File: src/rtl/upe_pkg.sv
// shared constants and types for the udp port payload extractor
package upe_pkg;

  localparam logic [15:0] ETH_VLAN   = 16'h8100;
  localparam logic [15:0] ETH_IPV4   = 16'h0800;
  localparam logic [7:0]  PROTO_UDP  = 8'd17;
  localparam logic [3:0]  IP_VER4    = 4'd4;
  localparam logic [3:0]  IHL_MIN    = 4'd5;
  localparam logic [15:0] UDP_HDR_LEN = 16'd8;

  localparam int QUEUE_DEPTH = 4;
  localparam int QPTR_W      = $clog2(QUEUE_DEPTH);
  localparam int QCNT_W      = $clog2(QUEUE_DEPTH + 1);

  typedef struct packed {
    logic       cut;
    logic       last;
    logic [7:0] data;
  } q_word_t;

  typedef struct packed {
    logic    valid;
    q_word_t word;
  } q_push_t;

endpackage

File: src/rtl/upe_front.sv
// frame parser: tracks header fields per byte and classifies payload words
module upe_front (
  input  logic              clk,
  input  logic              rst_n,
  input  logic              cfg_wr_en,
  input  logic [15:0]       cfg_wr_data,
  input  logic              in_accept,
  input  logic [7:0]        in_byte,
  input  logic              in_start,
  input  logic              in_end,
  output upe_pkg::q_push_t  push
);

  logic [15:0] dest_port_r;
  logic [15:0] byte_position_r, byte_position_nxt;
  logic        vlan_seen_r, vlan_seen_nxt;
  logic [15:0] ether_kind_r, ether_kind_nxt;
  logic [3:0]  ip_words_r, ip_words_nxt;
  logic        still_candidate_r, still_candidate_nxt;
  logic [15:0] seen_port_r, seen_port_nxt;
  logic [15:0] payload_left_r, payload_left_nxt;

  logic [15:0] pos, ek, sp, pl, base, udp;
  logic [15:0] ek_full, sp_full, pl_full, pl_dec;
  logic        vlan, cand;
  logic [3:0]  ihl;
  logic        emit, last, cut;

  always_comb begin
    pos  = in_start ? 16'd0 : byte_position_r;
    vlan = in_start ? 1'b0 : vlan_seen_r;
    ek   = in_start ? 16'd0 : ether_kind_r;
    ihl  = in_start ? 4'd0 : ip_words_r;
    cand = in_start ? 1'b1 : still_candidate_r;
    sp   = in_start ? 16'd0 : seen_port_r;
    pl   = in_start ? 16'd0 : payload_left_r;

    base    = vlan ? 16'd18 : 16'd14;
    udp     = base + {10'd0, ihl, 2'b00};
    ek_full = ek | {8'd0, in_byte};
    sp_full = sp | {8'd0, in_byte};
    pl_full = pl | {8'd0, in_byte};
    pl_dec  = pl - 16'd1;

    vlan_seen_nxt       = vlan;
    ether_kind_nxt      = ek;
    ip_words_nxt        = ihl;
    still_candidate_nxt = cand;
    seen_port_nxt       = sp;
    payload_left_nxt    = pl;
    emit = 1'b0;
    last = 1'b0;
    cut  = 1'b0;

    if (cand) begin
      if (pos == 16'd12 || (vlan && pos == 16'd16)) begin
        ether_kind_nxt = {in_byte, 8'd0};
      end else if (pos == 16'd13 || (vlan && pos == 16'd17)) begin
        ether_kind_nxt = ek_full;
        if (pos == 16'd13 && ek_full == upe_pkg::ETH_VLAN) begin
          vlan_seen_nxt = 1'b1;
        end else if (ek_full != upe_pkg::ETH_IPV4) begin
          still_candidate_nxt = 1'b0;
        end
      end else if (pos == base) begin
        ip_words_nxt = in_byte[3:0];
        if (in_byte[7:4] != upe_pkg::IP_VER4 || in_byte[3:0] < upe_pkg::IHL_MIN) begin
          still_candidate_nxt = 1'b0;
        end
      end else if (pos == base + 16'd9) begin
        if (in_byte != upe_pkg::PROTO_UDP) begin
          still_candidate_nxt = 1'b0;
        end
      end else if (pos > base) begin
        if (pos == udp + 16'd2) begin
          seen_port_nxt = {in_byte, 8'd0};
        end else if (pos == udp + 16'd3) begin
          seen_port_nxt = sp_full;
          if (sp_full != dest_port_r) begin
            still_candidate_nxt = 1'b0;
          end
        end else if (pos == udp + 16'd4) begin
          payload_left_nxt = {in_byte, 8'd0};
        end else if (pos == udp + 16'd5) begin
          if (pl_full <= upe_pkg::UDP_HDR_LEN) begin
            payload_left_nxt    = 16'd0;
            still_candidate_nxt = 1'b0;
          end else begin
            payload_left_nxt = pl_full - upe_pkg::UDP_HDR_LEN;
          end
        end else if (pos >= udp + 16'd8 && pl != 16'd0) begin
          payload_left_nxt = pl_dec;
          last = (pl_dec == 16'd0) || in_end;
          cut  = in_end && (pl_dec != 16'd0);
          emit = 1'b1;
          if (last) begin
            still_candidate_nxt = 1'b0;
          end
        end
      end
    end

    if (in_end) begin
      still_candidate_nxt = 1'b0;
    end
    byte_position_nxt = (pos == 16'hFFFF) ? pos : pos + 16'd1;
  end

  always_ff @(posedge clk) begin
    if (!rst_n) begin
      dest_port_r       <= 16'd0;
      byte_position_r   <= 16'd0;
      vlan_seen_r       <= 1'b0;
      ether_kind_r      <= 16'd0;
      ip_words_r        <= 4'd0;
      still_candidate_r <= 1'b0;
      seen_port_r       <= 16'd0;
      payload_left_r    <= 16'd0;
    end else begin
      if (cfg_wr_en) begin
        dest_port_r <= cfg_wr_data;
      end
      if (in_accept) begin
        byte_position_r   <= byte_position_nxt;
        vlan_seen_r       <= vlan_seen_nxt;
        ether_kind_r      <= ether_kind_nxt;
        ip_words_r        <= ip_words_nxt;
        still_candidate_r <= still_candidate_nxt;
        seen_port_r       <= seen_port_nxt;
        payload_left_r    <= payload_left_nxt;
      end
    end
  end

  always_comb begin
    push.valid     = in_accept && emit;
    push.word.data = in_byte;
    push.word.last = last;
    push.word.cut  = cut;
  end

endmodule

File: src/rtl/upe_queue.sv
// small word queue between the parser and the output channel
module upe_queue (
  input  logic              clk,
  input  logic              rst_n,
  input  upe_pkg::q_push_t  push,
  input  logic              pop,
  output logic              not_full,
  output logic              not_empty,
  output upe_pkg::q_word_t  head
);

  upe_pkg::q_word_t mem_r [upe_pkg::QUEUE_DEPTH];
  logic [upe_pkg::QPTR_W-1:0] wr_ptr_r, rd_ptr_r;
  logic [upe_pkg::QCNT_W-1:0] count_r;
  logic do_push, do_pop;

  function automatic logic [upe_pkg::QPTR_W-1:0] ptr_inc(
    input logic [upe_pkg::QPTR_W-1:0] p
  );
    ptr_inc = (p == upe_pkg::QPTR_W'(upe_pkg::QUEUE_DEPTH - 1)) ?
              '0 : p + upe_pkg::QPTR_W'(1);
  endfunction

  assign not_full  = count_r != upe_pkg::QCNT_W'(upe_pkg::QUEUE_DEPTH);
  assign not_empty = count_r != '0;
  assign head      = mem_r[rd_ptr_r];
  assign do_push   = push.valid && not_full;
  assign do_pop    = pop && not_empty;

  always_ff @(posedge clk) begin
    if (do_push) begin
      mem_r[wr_ptr_r] <= push.word;
    end
  end

  always_ff @(posedge clk) begin
    if (!rst_n) begin
      wr_ptr_r <= '0;
      rd_ptr_r <= '0;
      count_r  <= '0;
    end else begin
      if (do_push) begin
        wr_ptr_r <= ptr_inc(wr_ptr_r);
      end
      if (do_pop) begin
        rd_ptr_r <= ptr_inc(rd_ptr_r);
      end
      if (do_push && !do_pop) begin
        count_r <= count_r + upe_pkg::QCNT_W'(1);
      end else if (do_pop && !do_push) begin
        count_r <= count_r - upe_pkg::QCNT_W'(1);
      end
    end
  end

endmodule

File: src/rtl/udp_port_payload_extractor_top.sv
// top level of the udp port payload extractor
// Ethernet frame bytes enter one word per clock while in_tready is high; frames
// carrying one optional VLAN tag, IPv4 and UDP to the port held in the dest_port
// register give their UDP payload bytes on the output, the final one with tlast and, if
// the frame ended early, tuser set. The parser handles each byte in the cycle it is
// accepted, so the sustained rate is one word per clock while the output drains;
// payload words pass a four-word queue; in_tready falls only when that queue is full.
module udp_port_payload_extractor_top (
  input  logic        clk,
  input  logic        rst_n,
  input  logic        cfg_wr_en,
  input  logic [15:0] cfg_wr_data,   // dest_port
  input  logic        in_tvalid,
  output logic        in_tready,
  input  logic [7:0]  in_tdata,      // data_byte
  input  logic        in_tlast,      // frame_end
  input  logic        in_tuser,      // frame_start
  output logic        out_tvalid,
  input  logic        out_tready,
  output logic [7:0]  out_tdata,     // payload_byte
  output logic        out_tlast,     // payload_last
  output logic        out_tuser      // payload_cut
);

  upe_pkg::q_push_t push;
  upe_pkg::q_word_t head;
  logic             in_accept;

  assign in_accept = in_tvalid && in_tready;

  upe_front u_front (
    .clk         (clk),
    .rst_n       (rst_n),
    .cfg_wr_en   (cfg_wr_en),
    .cfg_wr_data (cfg_wr_data),
    .in_accept   (in_accept),
    .in_byte     (in_tdata),
    .in_start    (in_tuser),
    .in_end      (in_tlast),
    .push        (push)
  );

  upe_queue u_queue (
    .clk       (clk),
    .rst_n     (rst_n),
    .push      (push),
    .pop       (out_tready),
    .not_full  (in_tready),
    .not_empty (out_tvalid),
    .head      (head)
  );

  assign out_tdata = head.data;
  assign out_tlast = head.last;
  assign out_tuser = head.cut;

endmodule

File: config.mk
export PLATFORM = sky130hd
export DESIGN_NAME = udp_port_payload_extractor_top
export DESIGN_NICKNAME = d
export VERILOG_FILES = /design/src/rtl/upe_pkg.sv /design/src/rtl/upe_front.sv /design/src/rtl/upe_queue.sv /design/src/rtl/udp_port_payload_extractor_top.sv
export SDC_FILE = /design/constraint.sdc
export NUM_CORES = 1
export LEC_CHECK = 0
export BUFFER_PORTS_ARGS = -buffer_cell sky130_fd_sc_hd__buf_2
export CAP_MARGIN = 20
export CORE_AREA = 5 5 171 173
export CTS_CLUSTER_DIAMETER = 60
export DETAILED_ROUTE_END_ITERATION = 10
export DIE_AREA = 0 0 176 178
export PLACE_DENSITY_LB_ADDON = 0.2
export SYNTH_ARGS = -nofsm -noshare
export SYNTH_HDL_FRONTEND = slang
export SYNTH_SLANG_ARGS = --single-unit
export TNS_END_PERCENT = 30
File: constraint.sdc
create_clock -name clk -period 5.7 [get_ports clk]
set_clock_uncertainty 0.15 [all_clocks]
set_input_delay 0.285 -clock clk [delete_from_list [all_inputs] [get_ports clk]]
set_output_delay 0.285 -clock clk [all_outputs]
set_load 0.02 [all_outputs]
==> flow_metrics.tcl, run 1 <==
set metrics [dict create \
    status "completed" \
    p_per_area_nw_per_um2 248 \
    clock-sinks 135 \
    dp.cells 1261 \
    routed-via-count 7109 \
    post-cts-setup-buffer-count 0 \
    syn_nets 965 \
    wirelength_mm 24.6 \
    route.detailed.drc 0 \
    track_usage_pct 15.8 \
    ant_nets 0 \
    yosys_warnings 0 \
    finalSetupViolCount 0 \
    p_leak_nw 3.47 \
    place_congestion 0.887 \
    clk_pin_slew_ns 0.07 \
    drv_cap 0 \
    synth-main-ff-cell "dfxtp_1" \
    grt_max_degree 45 \
    clock_latency_ns 0.42 \
    period_needed_ns 4.92 \
    slew-limit-headroom_pct 31.7 \
    p_total_mw 2.34 \
    finish.instance_area_um2 9450 \
    cts_buffers 17 \
    grt_antenna_before_repair 0 \
    fmax_ghz 0.203 \
    cp_max_fo 9 \
    crit_arrival_ns 5.12 \
    avgSynthCellArea_um2 8.94 \
    grt_first_pass_wirelength_mm 39.3 \
    design.core.area_um2 27500 \
    drive_above_1_share_pct 14.6 \
    cts.repair.resized 0 \
    final_max_slew_viol_count 0 \
    firstDrtPassIters 5 \
    root_buffer "clkbuf_16" \
    ir_drop_mv 0.134 \
    antenna_cells 0 \
    viasPerCell 5.42 \
    ys_ff_latch 135 \
    critPathCaptureType "register" \
    crit_type "reg -> reg" \
    async_flop_share_pct 0 \
    timing.hold.ws_ns 0.167 \
    htree_num_levels 4 \
    critPathLaunchType "register" \
    hold_class "in -> reg" \
    finalNonFillerCells 1311 \
    area.growth.synth_to_final_pct 16.6 \
    ys_types 88 \
    synth_area_um2 8100 \
    start_util_pct 29.5 \
    final_core_util_pct 34.4 \
    fp.dieH_um 178 \
    worst_pin_slew_ns 1.02 \
    hold_violations 0 \
    ioPinCount 43 \
    dp_slack_ns 0.360 \
    setup_ws_ns 0.776 \
    synth_edf_count 40 \
    seq_area_frac_synth_pct 38.3 \
    rsz0062_at_grt "no" \
    portBuffers 42 \
    syn_inst 906 \
    wire_per_inst_um 18.7 \
    placed_area_um2 8670 \
    drtIter0Drc 498 \
    dieArea_um2 31300 \
    fp-row-count 61 \
    fin_crit_sh_pct 86.4 \
    clk_path_buf_depth 2 \
    grt.overflow.total 0 \
    nets 1011 \
    hpwl_mm 17.3 \
    critical_path_required_ns 5.89 \
    die_x_um 176 \
    cts_tree "yes" \
    grt_pass1_vias 6946 \
    fin_setup_tns_ns 0 \
]
kinds of logic (layout without fill, tap and decap cells):
group,count (synthesis),count (layout),synth area share (%)
adders and majority gates,29,29,4.54
muxes,28,28,5.00
xor gates and xnor gates,39,39,4.48
DFF,135,135,38.3
buffers and inverters,83,142,4.23
AOI/OAI and AO/OA,241,241,21.4
and+or+nand+nor,351,351,22.1
power by group:
group          total (mW)  internal [mW]  switching, mW
registers            1.01          0.997         0.0142
logic               0.201         0.0682          0.132
clock network        1.13          0.629          0.503
total                2.34           1.69          0.650
Yosys cell counts, types with 8 or more instances:
library cell    n  share of area [%]
nor2_1        116                5.4
dfxtp_1        95                 23
nand2_1        67                3.1
a21oi_1        51                3.2
clkbuf_1       40                1.9
edfxtp_1       40                 15
o21ai_0        39                2.4
nor3_1         28                1.7
ha_1           27                4.2
inv_1          26                1.2
nand3_1        26                1.6
a22oi_1        23                2.1
xor2_1         21                2.3
a22o_1         19                2.1
mux2i_1        18                2.2
xnor2_1        16                1.7
and2_1         15                1.2
nand4_1        14                1.1
nor2b_1        13                1.0
nor4_1         12               0.93
o211ai_1       11                1.0
a31oi_1        10               0.77
mux4_2         10                2.8
o31ai_1        10               0.93
a211oi_1        9               0.83
o22ai_1         9               0.69
or3_1           9               0.69
o21a_1          8               0.74
state kept, by name, summed over array words and instances, names as in the netlist, named ones only:
signal	cells
u_front.ether_kind_r	16
u_queue.count_r	3
u_front.seen_port_r	16
u_queue.wr_ptr_r	2
u_front.dest_port_r	16
u_front.byte_position_r	16
u_queue.mem_r	40
u_front.vlan_seen_r	1
u_front.still_candidate_r	1
u_front.ip_words_r	4
u_front.payload_left_r	16
u_queue.rd_ptr_r	2
worst paths after layout:
kind,from,to,slack (ns),depth (start not counted)
setup / recovery,u_front.ip_words_r[2]$_SDFFE_PN0P_,u_queue.count_r[2]$_SDFFE_PN0P_,0.78,19
hold / removal,in_tdata[0],u_queue.mem_r[0][0]$_DFFE_PP_,0.17,1
setup reg to reg,u_front.ip_words_r[2]$_SDFFE_PN0P_,u_queue.count_r[2]$_SDFFE_PN0P_,0.78,19
hold reg to reg,u_front.seen_port_r[6]$_SDFFE_PN0P_,u_front.seen_port_r[6]$_SDFFE_PN0P_,0.33,1
worst max-delay path, stage by stage, from the launching register on:
cell,delay (ns)
dfxtp_1,0.43
nor2b_1,0.17
ha_1,0.26
and4bb_2,0.26
or3_1,0.32
o211ai_2,0.30
nand3_1,0.14
xor2_1,0.16
ha_1,0.29
o211ai_1,0.08
a21oi_1,0.20
a2bb2oi_1,0.22
nor2b_2,0.20
and4_4,0.32
ha_1,0.21
inv_1,0.07
fa_1,0.43
xor2_1,0.18
or3_1,0.31
a21oi_1,0.15
routing by layer:
| metal | vias to the layer above | GRT usage, % | share of wire, % |
|---|---|---|---|
| met5 | - | 0 | 0 |
| met4 | 0 | 4.65 | 1.7 |
| met3 | 31 | 2.84 | 5.5 |
| met2 | 201 | 24.7 | 45 |
| met1 | 3422 | 22.3 | 47 |
| li1 | 3455 | - | - |
layout by cell type, fill, tap and decap left out, types with 15 or more instances in the layout:
cell type and count:
a21oi_1 51, a22o_1 19, a22oi_1 23, and2_1 15
buf_2 42, buf_4 23, clkbuf_16 17, dfxtp_1 95
dlygate4sd3_1 17, edfxtp_1 40, ha_1 27, inv_1 26
mux2i_1 18, nand2_1 67, nand3_1 26, nor2_1 116
nor3_1 28, o21ai_0 39, xnor2_1 16, xor2_1 21
cell type report:
type / count / area (µm²)
clock buffer: 17 / 425
clock inverter: 15 / 171
fill: 2867 / 18000
inverter: 28 / 105
multi-input combinational: 688 / 4660
sequential: 135 / 3100
tap: 346 / 433
timing repair buffer: 82 / 553
repair_timing:
item | 4_1_cts | 5_1_grt
setup endpoints to repair | 0 | 0
hold buffers | 17 | 0
hold endpoints to repair | 18 | 0
Power figures use the tool's default switching activity.
==> inputs of run 2 (changes only) <==
ABC_AREA = 1   (was unset)
CORE_AREA = 5 5 141 143   (was 5 5 171 173)
DIE_AREA = 0 0 146 148   (was 0 0 176 178)
==> flow_metrics.tcl, run 2 <==
set metrics [dict create \
    hpwl_mm 17.8 \
    cts.repair.resized 0 \
    grt_first_pass_wirelength_mm 41.3 \
    route.detailed.drc 0 \
    synth_top_cell_area_share_pct 21.1 \
    drv_cap 0 \
    fp-row-count 50 \
    rsz0062_at_grt "no" \
    ioPinCount 43 \
    grt_antenna_before_repair 0 \
    wirelength_mm 25.7 \
    hold_violations 0 \
    fp.dieH_um 148 \
    drtIter0Drc 723 \
    clock_latency_ns 0.43 \
    wire_per_inst_um 16.2 \
    design.core.area_um2 18500 \
    crit_arrival_ns 4.96 \
    mostFrequentLayoutCell "nand2_1" \
    die_x_um 146 \
    grt.overflow.total 0 \
    clk_pin_slew_ns 0.07 \
    synth_top_family_by_area "simple AND/OR/NAND/NOR gates" \
    syn_inst 1303 \
    cp_max_fo 11 \
    clk_path_buf_depth 2 \
    dp.cells 1539 \
    status "completed" \
    finalSetupViolCount 0 \
    route.met3.wl_mm 1.23 \
    place_congestion 0.942 \
    ys_ff_latch 135 \
    clock-sinks 135 \
    cts_buffers 17 \
    met1_length_mm 11.6 \
    period_needed_ns 4.76 \
    ant_nets 0 \
    regArea_um2 3100 \
    synth-compound-area-share_pct 19.9 \
    largest_reg_flops 40 \
    track_usage_pct 23.5 \
    synth_edf_count 40 \
    area.growth.synth_to_final_pct 11.1 \
    n_fill_cell 1781 \
    synth_common_cells "268 x nand2_1, 155 x nor2_1, 144 x inv_1" \
    placed_area_um2 9320 \
    seq_area_frac_synth_pct 34.4 \
    finish.instance_area_um2 10000 \
    synth.largest_area_cell "dfxtp_1" \
    synth_xor_area_share_pct 2.92 \
    viasPerCell 5.56 \
    hold_class "in -> reg" \
    cts_hold_buf 13 \
    p_per_area_nw_per_um2 279 \
    syn_nets 1362 \
    critPathCaptureType "register" \
    fin_crit_sh_pct 83.5 \
    portBuffers 42 \
    multi_input_area_um2 5020 \
    synth-main-ff-cell "dfxtp_1" \
    grt_max_degree 54 \
    antenna_cells 0 \
    final_max_slew_viol_count 0 \
    slew-limit-headroom_pct 32.0 \
    fin_setup_tns_ns 0 \
    synth_fa_ha_area_share_pct 3.97 \
    synthMostInstantiatedCell "nand2_1" \
    final_cell_mix "267 x nand2_1, 155 x nor2_1, 144 x inv_1, 116 x o21ai_0, 109 x a21oi_1" \
    synth_simple_gate_area_share_pct 29.0 \
    cts_tree "yes" \
    routed-via-count 8813 \
    critical_path_required_ns 5.91 \
    dr_wl_met2_mm 12.0 \
    yosys_warnings 0 \
    synthTopCellsByArea "dfxtp_1 21%, edfxtp_1 13%, nand2_1 11%" \
    synth_area_um2 9010 \
    dieArea_um2 21600 \
    largest_register "u_queue.mem_r" \
    drive_above_1_share_pct 11.3 \
    finalNonFillerCells 1584 \
    grt_pass1_vias 8177 \
    root_buffer "clkbuf_16" \
    ys_types 61 \
    critPathLaunchType "register" \
    start_util_pct 48.8 \
    post-cts-setup-buffer-count 0 \
    ir_drop_mv 0.205 \
    worst_pin_slew_ns 1.02 \
    synth.area.mux_share_pct 0 \
    avgSynthCellArea_um2 6.91 \
    htree_num_levels 4 \
    fmax_ghz 0.210 \
    p_total_mw 2.79 \
    cpMostUsedCell "nor2_1" \
    p_leak_nw 4.16 \
    async_flop_share_pct 0 \
    nets 1396 \
    timing.hold.ws_ns 0.00459 \
    crit_path_max_incr_delay_ns 0.47 \
    cp_slowest_cell "dfxtp_1" \
    routed.top_layer "met4" \
    firstDrtPassIters 5 \
    crit_type "reg -> reg" \
]
run 2: cell types whose count changed in the layout (fill, tap and decap cells not counted), moves of 35 or more:
cell / delta
nand2_1: +200
inv_1: +118
o21ai_0: +77
a21oi_1: +58
nor2_1: +39
nand3_1: +35
run 2: path summary, 6_finish.rpt:
path                                      startpoint                             endpoint  slack [ns]  cells past startpoint
setup / recovery    u_front.vlan_seen_r$_SDFFE_PN0P_      u_queue.count_r[2]$_SDFFE_PN0P_        0.94                     28
hold / removal                        cfg_wr_data[9]  u_front.dest_port_r[9]$_SDFFE_PN0P_       0.005                      3
setup reg to reg    u_front.vlan_seen_r$_SDFFE_PN0P_      u_queue.count_r[2]$_SDFFE_PN0P_        0.94                     28
hold reg to reg   u_front.ip_words_r[3]$_SDFFE_PN0P_   u_front.ip_words_r[3]$_SDFFE_PN0P_        0.32                      2
run 2: critical path, delay by kind of cell, from the launching register on:
family,cells,cell delay (ns)
AND/OR/NAND/NOR,15,1.72
adder cells (fa/ha/maj),4,1.18
AO/OA/AOI/OAI,4,0.56
flip-flops,1,0.47
buffers and inverters,4,0.43
XOR/XNOR,1,0.17
run 2: area by class of cell:
class                           count  share of cell area [%]
Clock buffer                       18                    4.29
Tap cell                          234                    2.92
Sequential cell                   135                    31.0
Multi-Input combinational cell    954                    50.2
Inverter                          166                    6.30
Timing Repair Buffer               63                    4.00
Clock inverter                     14                    1.34
run 2: kinds of logic (layout without fill, tap and decap cells):
kind of cell             after synthesis  count (layout)
buffers and inverters                214             261
AND/OR/NAND/NOR                      580             580
AO/OA/AOI/OAI                        316             316
adder cells (fa/ha/maj)               28              28
flip-flops                           135             135
XOR/XNOR                              30              30
run 2: report_power, final:
| group | switching, mW | total (mW) | internal [mW] |
|---|---|---|---|
| clock | 0.492 | 1.07 | 0.577 |
| combinational | 0.444 | 0.639 | 0.196 |
| sequential | 0.0474 | 1.08 | 1.03 |
| total | 0.983 | 2.79 | 1.81 |
run 2: per-stage QoR:
stage | worst slack, ns | util (%)
floorplan | 0.555 | -
global placement | 0.928 | 50.5
detailed placement | 0.765 | 50.5
CTS | 0.945 | 54.3
global route | 0.401 | 54.3
finish | 0.943 | 54.3
run 2: per-layer routing:
metal | global-route usage [%] | vias up
li1 | - | 4424
met1 | 31.0 | 4088
met2 | 39.1 | 248
met3 | 3.25 | 53
met4 | 9.55 | 0
met5 | 0 | -
==> inputs of run 3 (changes only) <==
ABC_AREA = 0   (was 1)
CORE_AREA = 5 5 134 136   (was 5 5 141 143)
DIE_AREA = 0 0 139 141   (was 0 0 146 148)
clock period = 5 ns   (was 5.7 ns; I/O delays follow)
==> flow_metrics.tcl, run 3 (synthesis results as in run 1) <==
set metrics [dict create \
    whs_path_depth 4 \
    finalNonFillerCells 1186 \
    htree_num_levels 4 \
    clk_path_buf_depth 2 \
    grt_pass1_vias 6880 \
    ioPinCount 43 \
    dp_slack_ns 0.243 \
    nets 1007 \
    crit_type "reg -> reg" \
    routed-via-count 7181 \
    p_per_area_nw_per_um2 281 \
    period_needed_ns 4.73 \
    routed.top_layer "met4" \
    drv_cap 0 \
    clk_pin_slew_ns 0.07 \
    clock_latency_ns 0.43 \
    cts_tree "yes" \
    grt_max_degree 39 \
    largest_reg_flops 40 \
    clock-sinks 135 \
    reg2reg_depth 19 \
    route.detailed.drc 0 \
    cts.repair.resized 0 \
    wire_per_inst_um 18.9 \
    dr_wl_met2_mm 10.6 \
    track_usage_pct 23.0 \
    fp-row-count 48 \
    place_congestion 0.931 \
    ant_nets 0 \
    fp.dieH_um 141 \
    ir_drop_mv 0.245 \
    placed_area_um2 8550 \
    p_leak_nw 3.44 \
    route.met3.wl_mm 1.52 \
    whs_endpoint "u_front.still_candidate_r$_SDFFE_PN0P_" \
    hpwl_mm 15.5 \
    hp-start "in_tlast" \
    design.core.area_um2 16800 \
    critical_path_required_ns 5.21 \
    cts_buffers 17 \
    slew-limit-headroom_pct 36.2 \
    finalSetupViolCount 0 \
    start_util_pct 48.2 \
    dieArea_um2 19600 \
    critPathCaptureType "register" \
    grt.overflow.total 0 \
    hold_violations 0 \
    area.growth.synth_to_final_pct 14.9 \
    crit_arrival_ns 4.93 \
    viasPerCell 6.05 \
    mostFrequentLayoutCell "nor2_1" \
    cp_max_fo 9 \
    dp.cells 1136 \
    p_total_mw 2.61 \
    final_max_slew_viol_count 0 \
    die_x_um 139 \
    finish.instance_area_um2 9310 \
    ff2ff_setup_slack_ns 0.27 \
    hold_class "in -> reg" \
    status "completed" \
    rsz0062_at_grt "no" \
    worst_pin_slew_ns 0.947 \
    root_buffer "clkbuf_16" \
    wirelength_mm 22.4 \
    critPathLaunchType "register" \
    fin_crit_sh_pct 94.5 \
    setup_ws_ns 0.274 \
    drive_above_1_share_pct 14.9 \
    grt_first_pass_wirelength_mm 36.5 \
    antenna_cells 0 \
    fin_setup_tns_ns 0 \
    drtIter0Drc 670 \
    largest_register "u_queue.mem_r" \
    portBuffers 42 \
    grt_antenna_before_repair 0 \
    r2r_start "u_front.ip_words_r[2]$_SDFFE_PN0P_" \
    firstDrtPassIters 5 \
    r2r-end "u_queue.count_r[2]$_SDFFE_PN0P_" \
    fmax_ghz 0.212 \
    met1_length_mm 9.85 \
    final_cell_mix "116 x nor2_1, 95 x dfxtp_1, 66 x nand2_1, 51 x a21oi_1, 42 x buf_2" \
]
[run 3: cell types whose count changed in the layout (fill, tap and decap cells not counted), sizes merged, moves of 22 or more]
cell	change
nand2	-215
nand3	-40
nor2	-51
a22oi	+22
inv	-134
o21ai	-93
a21oi	-57
[run 3: layout make-up]
class                      instances  area [µm²]
inverter                          28         110
tap                              225         282
fill                            1543        7510
clock inverter                    15         155
sequential                       135        3100
timing repair buffer              78         523
multi-input combinational        688        4710
clock buffer                      17         425
[run 3: how the worst max path moves through the flow]
stage / cells after the start / end / slack (ns) / start
floorplan: 26 / u_queue.count_r[2]$_SDFFE_PN0P_ / 0.01 / in_tuser
global placement: 22 / u_queue.count_r[2]$_SDFFE_PN0P_ / 0.35 / in_tuser
detailed placement: 22 / u_queue.count_r[2]$_SDFFE_PN0P_ / 0.24 / in_tuser
CTS: 19 / u_queue.count_r[2]$_SDFFE_PN0P_ / 0.27 / u_front.ip_words_r[2]$_SDFFE_PN0P_
global route: 20 / u_queue.count_r[2]$_SDFFE_PN0P_ / 0.01 / u_front.vlan_seen_r$_SDFFE_PN0P_
finish: 19 / u_queue.count_r[2]$_SDFFE_PN0P_ / 0.27 / u_front.ip_words_r[2]$_SDFFE_PN0P_
[run 3: layer usage]
metal  vias to the layer above  track usage [%]
met5                         -                0
met2                       285             37.6
met4                         0             6.95
met3                        47             4.10
met1                      3407             31.4
li1                       3442                -
[run 3: power breakdown]
group	total (mW)	switching, mW	leakage (nW)	internal, mW
clock	1.24	0.533	0.287	0.704
combinational	0.224	0.146	2.04	0.0777
sequential	1.15	0.0158	1.11	1.14
total	2.61	0.695	3.44	1.92
[run 3: repair_timing]
item,in CTS,in global routing
hold buffers,17,0
buffers inserted,0,0
endpoints found under the hold margin,18,0
[run 3: metrics by stage]
step	hold WS, ns	utilization [%]
2_1_floorplan	0.199	-
3_3_place_gp	0.312	50.9
3_5_place_dp	0.316	50.9
4_1_cts	0.0716	55.3
5_1_grt	0.119	55.4
6_report	0.0906	55.4
[run 3: critical path, cell delays in order, from the launching register on]
cell and delay (ns):
dfxtp_1 0.44, nor2b_1 0.17, ha_1 0.26, and4bb_2 0.27, or3_4 0.35, o211ai_4 0.29
nand3_2 0.11, xor2_1 0.16, ha_1 0.30, o211ai_1 0.08, a21oi_1 0.23, a2bb2oi_2 0.17
nor2b_4 0.17, and4_4 0.33, ha_4 0.16, inv_1 0.05, fa_2 0.38, xor2_1 0.17
or3_1 0.30, a21oi_1 0.13
